### src/design/midi_byte_stream_parser_assert.svh
// Assertion macros for the MIDI byte stream parser.
`ifndef MIDI_BYTE_STREAM_PARSER_ASSERT_SVH
`define MIDI_BYTE_STREAM_PARSER_ASSERT_SVH

// Same-cycle implication, disabled in reset.
`define MBSP_ASSERT_NOW(label, clk, rst, cond, expr, msg) \
  label: assert property (@(posedge clk) disable iff (rst) (cond) |-> (expr)) \
    else $error(msg);

// Next-cycle implication, disabled in reset.
`define MBSP_ASSERT_NEXT(label, clk, rst, cond, expr, msg) \
  label: assert property (@(posedge clk) disable iff (rst) (cond) |=> (expr)) \
    else $error(msg);

`endif

### src/design/mbsp_pkg.sv
// Shared types, byte codes and helpers for the MIDI byte stream parser.
package mbsp_pkg;

  localparam logic [7:0] ST_SYSEX_START = 8'hF0;
  localparam logic [7:0] ST_SYSEX_END   = 8'hF7;
  localparam logic [7:0] ST_SONG_POS    = 8'hF2;
  localparam logic [7:0] ST_MTC_QF      = 8'hF1;
  localparam logic [7:0] ST_SONG_SEL    = 8'hF3;
  localparam logic [3:0] HI_NOTE_OFF    = 4'h8;
  localparam logic [3:0] HI_NOTE_ON     = 4'h9;
  localparam logic [3:0] HI_PROG_CHANGE = 4'hC;
  localparam logic [3:0] HI_CHAN_PRESS  = 4'hD;
  localparam logic [3:0] HI_SYSTEM      = 4'hF;
  localparam logic [6:0] NOTE_OFF_VEL   = 7'h40;

  localparam int IN_DATA_W  = 40;
  localparam int OUT_DATA_W = 56;

  typedef struct packed {
    logic [31:0] stamp;
    logic [1:0]  msg_length;
    logic [6:0]  data_second;
    logic [6:0]  data_first;
    logic [7:0]  status_out;
  } msg_t;

  typedef struct packed {
    logic [31:0] frame_time;
    logic [7:0]  rx_byte;
  } rx_item_t;

  function automatic logic [1:0] chan_data_len(input logic [7:0] st);
    logic [1:0] len;
    len = (st[7:4] == HI_PROG_CHANGE || st[7:4] == HI_CHAN_PRESS) ? 2'd1 : 2'd2;
    return len;
  endfunction

endpackage

### src/design/midi_byte_stream_parser.sv
// MIDI byte stream parser top level: input stage, parser, output register.
//
// Slave stream takes one received MIDI byte per transaction with the frame
// counter value at its arrival. Master stream delivers one assembled message
// per transaction: status (after the NoteOn with zero velocity to NoteOff
// rewrite), two data bytes, length and the frame time of the completing byte.
// Running status is kept for channel messages; system bytes clear it, SysEx
// start/end bytes and orphan data bytes produce nothing, and messages whose
// collected data bytes have bit 7 set are discarded.
// A message passes from the transaction of its last byte through the input
// register and the parser logic into the output register.
// Throughput: one byte per cycle while the sink does not stall.
// When the sink stalls, the output register holds its message and at most one more
// byte is taken into the input register; the slave side then stalls too.
// Reset clears the running status, the partial message and both valid flags.
module midi_byte_stream_parser
  import mbsp_pkg::*;
(
  input  logic                  clk,
  input  logic                  rst,
  input  logic                  s_axis_tvalid,
  output logic                  s_axis_tready,
  input  logic [IN_DATA_W-1:0]  s_axis_tdata,  // rx_byte[7:0], frame_time[39:8]
  output logic                  m_axis_tvalid,
  input  logic                  m_axis_tready,
  output logic [OUT_DATA_W-1:0] m_axis_tdata   // status_out[7:0], data_first[14:8],
                                               // data_second[21:15], msg_length[23:22],
                                               // stamp[55:24]
);

`include "midi_byte_stream_parser_assert.svh"

  logic     advance;
  logic     item_valid;
  rx_item_t item;
  logic     emit;
  msg_t     msg;

  mbsp_in_stage u_in (
    .clk           (clk),
    .rst           (rst),
    .s_axis_tvalid (s_axis_tvalid),
    .s_axis_tready (s_axis_tready),
    .s_axis_tdata  (s_axis_tdata),
    .advance       (advance),
    .item_valid    (item_valid),
    .item          (item)
  );

  mbsp_parser u_parser (
    .clk  (clk),
    .rst  (rst),
    .fire (item_valid && advance),
    .item (item),
    .emit (emit),
    .msg  (msg)
  );

  mbsp_out_stage u_out (
    .clk           (clk),
    .rst           (rst),
    .emit          (emit),
    .msg           (msg),
    .advance       (advance),
    .m_axis_tvalid (m_axis_tvalid),
    .m_axis_tready (m_axis_tready),
    .m_axis_tdata  (m_axis_tdata)
  );

  `MBSP_ASSERT_NOW(a_len_nonzero, clk, rst, m_axis_tvalid,
                   m_axis_tdata[23:22] != 2'd0, "zero message length")
  `MBSP_ASSERT_NOW(a_status_msb, clk, rst, m_axis_tvalid,
                   m_axis_tdata[7], "status byte without bit 7")
  `MBSP_ASSERT_NOW(a_noteon_vel, clk, rst,
                   m_axis_tvalid && m_axis_tdata[7:4] == HI_NOTE_ON,
                   m_axis_tdata[21:15] != 7'd0, "NoteOn with zero velocity emitted")
  `MBSP_ASSERT_NEXT(a_item_held, clk, rst, item_valid && !advance,
                    item_valid, "held input byte lost")

endmodule

### src/design/mbsp_in_stage.sv
// Input register stage: holds one accepted byte transaction for the parser.
module mbsp_in_stage
  import mbsp_pkg::*;
(
  input  logic                 clk,
  input  logic                 rst,
  input  logic                 s_axis_tvalid,
  output logic                 s_axis_tready,
  input  logic [IN_DATA_W-1:0] s_axis_tdata,
  input  logic                 advance,
  output logic                 item_valid,
  output rx_item_t             item
);

  assign s_axis_tready = !item_valid || advance;

  always_ff @(posedge clk) begin
    if (rst) begin
      item_valid <= 1'b0;
    end else if (s_axis_tready) begin
      item_valid <= s_axis_tvalid;
    end
  end

  always_ff @(posedge clk) begin
    if (s_axis_tvalid && s_axis_tready) begin
      item <= rx_item_t'(s_axis_tdata);
    end
  end

endmodule

### src/design/mbsp_parser.sv
// Running-status message assembler: parser state and next-message logic.
module mbsp_parser
  import mbsp_pkg::*;
(
  input  logic     clk,
  input  logic     rst,
  input  logic     fire,
  input  rx_item_t item,
  output logic     emit,
  output msg_t     msg
);

  logic [7:0] running_status, running_status_next;
  logic [7:0] held_status, held_status_next;
  logic [7:0] held_first, held_first_next;
  logic [7:0] held_second, held_second_next;
  logic [1:0] bytes_remaining, bytes_remaining_next;
  logic [1:0] fill_slot, fill_slot_next;
  logic [1:0] data_count, data_count_next;
  logic       complete;
  logic [7:0] b;
  logic       fixup;

  assign b = item.rx_byte;

  always_comb begin
    running_status_next  = running_status;
    held_status_next     = held_status;
    held_first_next      = held_first;
    held_second_next     = held_second;
    bytes_remaining_next = bytes_remaining;
    fill_slot_next       = fill_slot;
    data_count_next      = data_count;
    complete             = 1'b0;
    if (fire) begin
      if (bytes_remaining != 2'd0) begin
        if (fill_slot == 2'd1) begin
          held_first_next = b;
        end else begin
          held_second_next = b;
        end
        fill_slot_next       = fill_slot + 2'd1;
        bytes_remaining_next = bytes_remaining - 2'd1;
        complete             = (bytes_remaining == 2'd1);
      end else if (b[7]) begin
        held_status_next = b;
        held_first_next  = 8'd0;
        held_second_next = 8'd0;
        fill_slot_next   = 2'd1;
        if (b[7:4] != HI_SYSTEM) begin
          running_status_next = b;
          data_count_next     = chan_data_len(b);
        end else begin
          running_status_next = 8'd0;
          if (b == ST_SONG_POS) begin
            data_count_next = 2'd2;
          end else if (b inside {ST_MTC_QF, ST_SONG_SEL}) begin
            data_count_next = 2'd1;
          end else begin
            data_count_next = 2'd0;
          end
        end
        bytes_remaining_next = data_count_next;
        complete = (data_count_next == 2'd0) && !(b inside {ST_SYSEX_START, ST_SYSEX_END});
      end else if (running_status != 8'd0) begin
        held_status_next = running_status;
        held_first_next  = b;
        held_second_next = 8'd0;
        data_count_next  = chan_data_len(running_status);
        if (data_count_next == 2'd1) begin
          complete = 1'b1;
        end else begin
          fill_slot_next       = 2'd2;
          bytes_remaining_next = 2'd1;
        end
      end
    end
  end

  assign emit  = complete && !held_first_next[7] && !held_second_next[7];
  assign fixup = (held_status_next[7:4] == HI_NOTE_ON) && (held_second_next == 8'd0);

  always_comb begin
    msg.status_out  = fixup ? {HI_NOTE_OFF, held_status_next[3:0]} : held_status_next;
    msg.data_first  = held_first_next[6:0];
    msg.data_second = fixup ? NOTE_OFF_VEL : held_second_next[6:0];
    msg.msg_length  = data_count_next + 2'd1;
    msg.stamp       = item.frame_time;
  end

  always_ff @(posedge clk) begin
    if (rst) begin
      running_status  <= 8'd0;
      held_status     <= 8'd0;
      held_first      <= 8'd0;
      held_second     <= 8'd0;
      bytes_remaining <= 2'd0;
      fill_slot       <= 2'd0;
      data_count      <= 2'd0;
    end else begin
      running_status  <= running_status_next;
      held_status     <= held_status_next;
      held_first      <= held_first_next;
      held_second     <= held_second_next;
      bytes_remaining <= bytes_remaining_next;
      fill_slot       <= fill_slot_next;
      data_count      <= data_count_next;
    end
  end

endmodule

### src/design/mbsp_out_stage.sv
// Output register: holds one assembled message until the sink takes it.
module mbsp_out_stage
  import mbsp_pkg::*;
(
  input  logic                  clk,
  input  logic                  rst,
  input  logic                  emit,
  input  msg_t                  msg,
  output logic                  advance,
  output logic                  m_axis_tvalid,
  input  logic                  m_axis_tready,
  output logic [OUT_DATA_W-1:0] m_axis_tdata
);

  assign advance = !m_axis_tvalid || m_axis_tready;

  always_ff @(posedge clk) begin
    if (rst) begin
      m_axis_tvalid <= 1'b0;
    end else if (advance) begin
      m_axis_tvalid <= emit;
    end
  end

  always_ff @(posedge clk) begin
    if (advance && emit) begin
      m_axis_tdata <= OUT_DATA_W'(msg);
    end
  end

endmodule
### config.mk
export PLATFORM = sky130hd
export DESIGN_NAME = midi_byte_stream_parser
export DESIGN_NICKNAME = d
export VERILOG_FILES = /design/src/design/mbsp_pkg.sv /design/src/design/midi_byte_stream_parser.sv /design/src/design/mbsp_in_stage.sv /design/src/design/mbsp_parser.sv /design/src/design/mbsp_out_stage.sv
export VERILOG_INCLUDE_DIRS = /design/src /design/src/design
export SDC_FILE = /design/constraint.sdc
export NUM_CORES = 1
export LEC_CHECK = 0
export ABC_AREA = 0
export BUFFER_PORTS_ARGS = -buffer_cell sky130_fd_sc_hd__buf_2
export CAP_MARGIN = 10
export CORE_MARGIN = 3
export CORE_UTILIZATION = 49
export CTS_CLUSTER_SIZE = 25
export DETAILED_ROUTE_END_ITERATION = 8
export GPL_ROUTABILITY_DRIVEN = 0
export PLACE_DENSITY = 0.75
export SYNTH_ARGS = -nofsm -noshare
export SYNTH_HDL_FRONTEND = slang
export SYNTH_SLANG_ARGS = --single-unit
### constraint.sdc
create_clock -name clk -period 4.5 [get_ports clk]
set_input_delay 0.225 -clock clk [delete_from_list [all_inputs] [get_ports clk]]
set_output_delay 0.225 -clock clk [all_outputs]
set_load 0.02 [all_outputs]
=== Word-level counts from Yosys, hierarchy flattened ===
Index checks and enable logic that the tools add are counted.
W data, S select, Z words.

* $add $sub $neg: 3
* Eq/ne operators: 15
* Muxes and demuxes: 40
* Bitwise operators: 1
* Reduce and logical (&&, ||, !) cells: 25

{| class="wikitable"
|+ Operators by type and width
! cell !! count
|-
| $mux W8 || 15
|-
| $eq A8 B8 Y1 const B || 5
|-
| $mux W2 || 19
|-
| $eq A4 B4 Y1 const B || 5
|-
| $logic_not A8 Y1 || 1
|-
| $reduce_bool A8 Y1 || 1
|-
| $logic_and A1 B1 Y1 || 7
|-
| $eq A2 B1 Y1 const B || 3
|-
| $mux W1 || 6
|-
| $reduce_and A3 Y1 || 2
|-
| $reduce_bool A2 Y1 || 3
|-
| $logic_not A1 Y1 || 5
|-
| $add A2 B1 Y2 const B || 2
|-
| $logic_or A1 B1 Y1 || 4
|-
| $ne A4 B4 Y1 const B || 1
|-
| $ne A3 B2 Y1 const B || 1
|-
| $reduce_bool A3 Y1 || 1
|-
| $logic_not A2 Y1 || 1
|-
| $sub A2 B1 Y2 const B || 1
|-
| $not A1 Y1 || 1
|}

* Register bits after elaboration: 136
* Word-level logic and storage cells: 97

=== Depth between registers and ports, before layout ===
* Depth in word-level cells: 16
* Mapped depth: 7

=== By module ===
From an unflattened synthesis, not the netlist that was laid out.

* Cells, all modules: 387
* Area, all modules: 5258.8 µm²

{| class="wikitable"
|+ Modules (own cells, without submodules)
! module !! times used !! cells each !! area an instance (µm²)
|-
| mbsp_parser || 1 || 280 || 2259.7
|-
| mbsp_out_stage || 1 || 61 || 1736.7
|-
| mbsp_in_stage || 1 || 45 || 1256.2
|-
| midi_byte_stream_parser || 1 || 1 || 6.3
|}

=== Worst setup path before layout ===
No wires, ideal clock.

* Path kind: reg2reg
* From: reg u_out.m_axis_tvalid
* To: reg u_out.m_axis_tdata[0], enable pin
* Arrival: 4.269 ns
* Required time: 3.996 ns
* Slack: -0.273 ns
* Stages on the path, launching flop included: 6
* Cell sequence: dfxtp_1 > nand2b_2 > nand3_1 > nor3_1 > a311o_1 > nor4_2

* Word-level cells in the longest chain between the ends: 8
* Elaborated cells on any way between the ends: 11
* Those cells by class: 3 x mux; 8 x reduce/logical

{| class="wikitable"
|+ Ends and longest elaborated chain
! what !! RTL line !! source
|-
| from (decl) || mbsp_out_stage.sv:10 || <nowiki>output logic m_axis_tvalid,</nowiki>
|-
| from (signal assigned) || mbsp_out_stage.sv:21 || <nowiki>m_axis_tvalid <= emit;</nowiki>
|-
| $logic_not A1 Y1 * || mbsp_out_stage.sv:15 || <nowiki>assign advance = !m_axis_tvalid || m_axis_tready;</nowiki>
|-
| $logic_or A1 B1 Y1 * || mbsp_out_stage.sv:15 ||
|-
| $logic_and A1 B1 Y1 || midi_byte_stream_parser.sv:53 || <nowiki>.fire (item_valid && advance),</nowiki>
|-
| $mux W8 || mbsp_parser.sv:35 || <nowiki>if (fire) begin</nowiki>
|-
| $logic_not A1 Y1 || mbsp_parser.sv:80 || <nowiki>assign emit = complete && !held_first_next[7] && !held_second_next[7];</nowiki>
|-
| $logic_and A1 B1 Y1 (2 in a row) || mbsp_parser.sv:80 ||
|-
| $logic_and A1 B1 Y1 * || mbsp_out_stage.sv:26 || <nowiki>if (advance && emit) begin</nowiki>
|-
| to (signal assigned) || mbsp_out_stage.sv:27 || <nowiki>m_axis_tdata <= OUT_DATA_W'(msg);</nowiki>
|-
| to (decl) || mbsp_out_stage.sv:12 || <nowiki>output logic [OUT_DATA_W-1:0] m_axis_tdata</nowiki>
|}

Mark *: on every way between the ends. The rest lies on a longest branch, timed or not.
A chain may end at the register's enable or synchronous reset.

=== Final worst setup path ===
* From: reg, netlist name u_in.item[7]
* To: reg u_out.m_axis_tdata[1], enable pin

* Word-level cells in the longest chain between the ends: 16
* Elaborated cells on any way between the ends: 37
* Those cells by class: 8 x eq/ne; 18 x mux; 11 x reduce/logical

{| class="wikitable"
|+ Ends and longest elaborated chain
! what !! RTL line !! source
|-
| $eq A8 B8 Y1 || mbsp_parser.sv:57 || <nowiki>end else if (b inside {ST_MTC_QF, ST_SONG_SEL}) begin</nowiki>
|-
| $reduce_bool A2 Y1 || mbsp_parser.sv:57 ||
|-
| $mux W1 || mbsp_parser.sv:57 ||
|-
| $mux W2 || mbsp_parser.sv:55 || <nowiki>if (b == ST_SONG_POS) begin</nowiki>
|-
| $mux W2 || mbsp_parser.sv:50 || <nowiki>if (b[7:4] != HI_SYSTEM) begin</nowiki>
|-
| $mux W2 || mbsp_parser.sv:45 || <nowiki>end else if (b[7]) begin</nowiki>
|-
| $mux W2 || mbsp_parser.sv:36 || <nowiki>if (bytes_remaining != 2'd0) begin</nowiki>
|-
| $mux W2 || mbsp_parser.sv:35 ||
|-
| $logic_not A2 Y1 || mbsp_parser.sv:64 || <nowiki>complete = (data_count_next == 2'd0) && !(b inside {ST_SYSEX_START, ST_SYSEX_END});</nowiki>
|-
| $logic_and A1 B1 Y1 || mbsp_parser.sv:64 ||
|-
| $mux W1 || mbsp_parser.sv:45 ||
|-
| $mux W1 || mbsp_parser.sv:36 ||
|-
| $mux W1 || mbsp_parser.sv:35 ||
|-
| $logic_and A1 B1 Y1 || mbsp_parser.sv:80 ||
|-
| $logic_and A1 B1 Y1 * || mbsp_parser.sv:80 ||
|-
| $logic_and A1 B1 Y1 * || mbsp_out_stage.sv:26 ||
|}

Mark *: on every way between the ends. The rest lies on a longest branch, timed or not. The select of a mux whose other input is x is not followed.

==> reports/metrics.yaml <==
r2r_slack_ns: 1.88
overflow: 0
skew_ns: 0.0146
grt_pass1_vias: 3517
period_share_pct: 58.3
post-place-ws_ns: 1.92
worstSetupPathType: "reg -> reg"
synth_flop_cell: "edfxtp_1"
fp-row-count: 35
die_y_um: 106
ctsResizeCount: 0
maxSlewHeadroom_pct: 38.3
cp_max_fo: 34
synth_cell_types: 55
hpwl_mm: 6.48
vias: 3279
fin_ws_ns: 1.88
clk-insertion-delay-late_ns: 0.52
synth_edf_count: 96
drive_gt1_share_pct: 30.6
worstRegToRegCells: 6
ir_worst_vdd_mv: 0.322
r2r-start: "u_in.item[7]$_DFFE_PP_"
wl_per_cell_um: 17.9
final_cell_mix: "101 x buf_2, 96 x edfxtp_1, 41 x dlygate4sd3_1"
firstDrtPassIters: 5
utilization_pct: 69.1
clk_pin_slew_ns: 0.06
clock_path_buffers: 2
ys_seq_area_share_pct: 74.9
coreArea_um2: 9500
area_growth_pct: 33.6
synth_warnings: 0
rsz0062_at_grt: "false"
nets: 528
drcViolationCount: 0
leakagePower_nw: 2.51
die_area_um2: 11300
grt_max_degree: 41
final_common_cell: "buf_2"
numClockSinks: 136
holdWs_ns: 0.0969
worstMarginPinSlew_ns: 0.925
cts_tree: "built"
synth-seq-cells: 136
setup_viol: 0
io_buffer_count: 101
synthCells: 334
syn_area_um2: 4920
start_util_pct: 51.7
startpoint: "u_in.item[7]$_DFFE_PP_"
cellPowerDensity_nw_per_um2: 472
cts.htree.levels: 4
crit_path_end_kind: "flip-flop"
hold_viol: 0
worstSetupStartpointType: "flip-flop"
grt_first_pass_wirelength_mm: 17.7
cts_root_buffer: "clkbuf_8"
fmax_mhz: 381
fill_cells: 629
detail-route-antenna-nets: 0
post_cts.repair.setup_buffers: 0
reg2reg_to: "u_out.m_axis_tdata[1]$_DFFE_PP_"
first_iter_violations: 244
n_antenna_cell: 0
ys_async_sr_fraction_pct: 0
wirelength_mm: 11.2
outcome: "finished clean"
via_per_inst: 5.25
hold_path_class: "in -> reg"
antenna_found_initial: 0
die-width_um: 106
grt_usage_pct: 20.8
required_ns: 4.66
cp.arrival_ns: 2.78
tns_ns: 0
syn_nets: 379
endpoint: "u_out.m_axis_tdata[1]$_DFFE_PP_"
maxCapViolCount: 0
min_period_ns: 2.62
numCtsBuffers: 17
io_pins: 102
postSynthAreaPerCell_um2: 14.7
slew_viol_final: 0
==> Yosys cell counts, drive strengths merged, types with 3 or more instances <==
cell type  count  area [µm²]
edfxtp        96        2880
dfxtp         40         801
nand2         22        90.1
nor2          22        90.1
a21oi         18        93.8
nor2b         18         113
a22o          13         114
nand3         13        70.1
o21ai         11        55.1
a22oi         10        75.1
and2b          7        52.6
buf            7        53.8
clkbuf         7        26.3
nor3           7        40.0
inv            4        15.0
nor4           4        31.3
and2           3        20.0
==> registers in the layout (all words and copies together), names as in the netlist <==
name and count:
u_in.item_valid 1, u_parser.held_status 8, u_parser.data_count 2, u_in.item 40
u_parser.bytes_remaining 2, u_out.m_axis_tdata 56, u_parser.fill_slot 2, u_parser.held_second 8
u_parser.held_first 8, u_out.m_axis_tvalid 1, u_parser.running_status 8
==> repair_timing <==
action | CTS | global route
hold endpoints to repair | 41 | 0
hold buffers | 41 | 0
setup endpoints to repair | 0 | 0
==> worst min path at each step <==
stage,startpoint,endpoint,slack [ns],cells past startpoint
floorplan,s_axis_tdata[0],u_in.item[0]$_DFFE_PP_,0.32,0
global placement,u_in.item[35]$_DFFE_PP_,u_out.m_axis_tdata[51]$_DFFE_PP_,0.40,0
detailed placement,s_axis_tdata[38],u_in.item[38]$_DFFE_PP_,0.40,1
CTS,m_axis_tready,u_out.m_axis_tvalid$_SDFFE_PP0P_,0.06,3
global route,m_axis_tready,u_out.m_axis_tvalid$_SDFFE_PP0P_,0.09,3
finish,m_axis_tready,u_out.m_axis_tvalid$_SDFFE_PP0P_,0.1,3
==> through the flow <==
| stage | cells | instance area (µm²) | total power (W) |
|---|---|---|---|
| floorplan | 334 | 4930 | 0.00157 |
| CTS | 625 | 6570 | 0.00310 |
| detailed placement | 552 | 5530 | 0.00163 |
| global route | 625 | 6570 | 0.00319 |
| global placement | 552 | 5530 | 0.00163 |
| finish | 625 | 6570 | 0.00310 |
==> report_power, final <==
group / switching, W / total [W] / internal [W]
Sequential: 0.0000313 / 0.00143 / 0.00140
Clock: 0.000547 / 0.00146 / 0.000913
Combinational: 0.000123 / 0.000212 / 0.0000885
Total: 0.000702 / 0.00310 / 0.00240
==> cell type report <==
type,instances,area (µm²),area share (%)
multi-input cells,180,1150,17.5
clock buffers,17,414,6.31
repair buffers,144,931,14.2
clock inverters,15,214,3.26
flip-flops and latches,136,3680,56.1
inverters,4,15.0,0.229
well taps,129,161,2.46
==> critical path: stages, from the launching register on <==
cell	delay, ns
edfxtp_1	0.75
nor3_2	0.14
nand3_1	0.18
o211ai_2	0.23
o2bb2ai_2	0.22
nor4_4	0.29
buf_4	0.43
==> kinds of logic after synthesis <==
logic type / after synthesis / share of synthesized area (%)
mux: 1 / 0.204
fa+ha+maj: 1 / 0.254
xor+xnor: 1 / 0.178
flops: 136 / 74.9
buf+inv: 18 / 1.93
simple gates: 110 / 12.5
compound gates: 67 / 9.97
==> layer usage <==
| layer | global-route usage [%] | vias up | share of wire, % |
|---|---|---|---|
| met2 | 37.2 | 150 | 54 |
| met3 | 7.29 | 15 | 7.6 |
| li1 | - | 1551 | - |
| met1 | 22.3 | 1563 | 37 |
| met5 | 0 | - | 0 |
| met4 | 8.33 | 0 | 1.6 |
(Power assumes the default switching activity.)
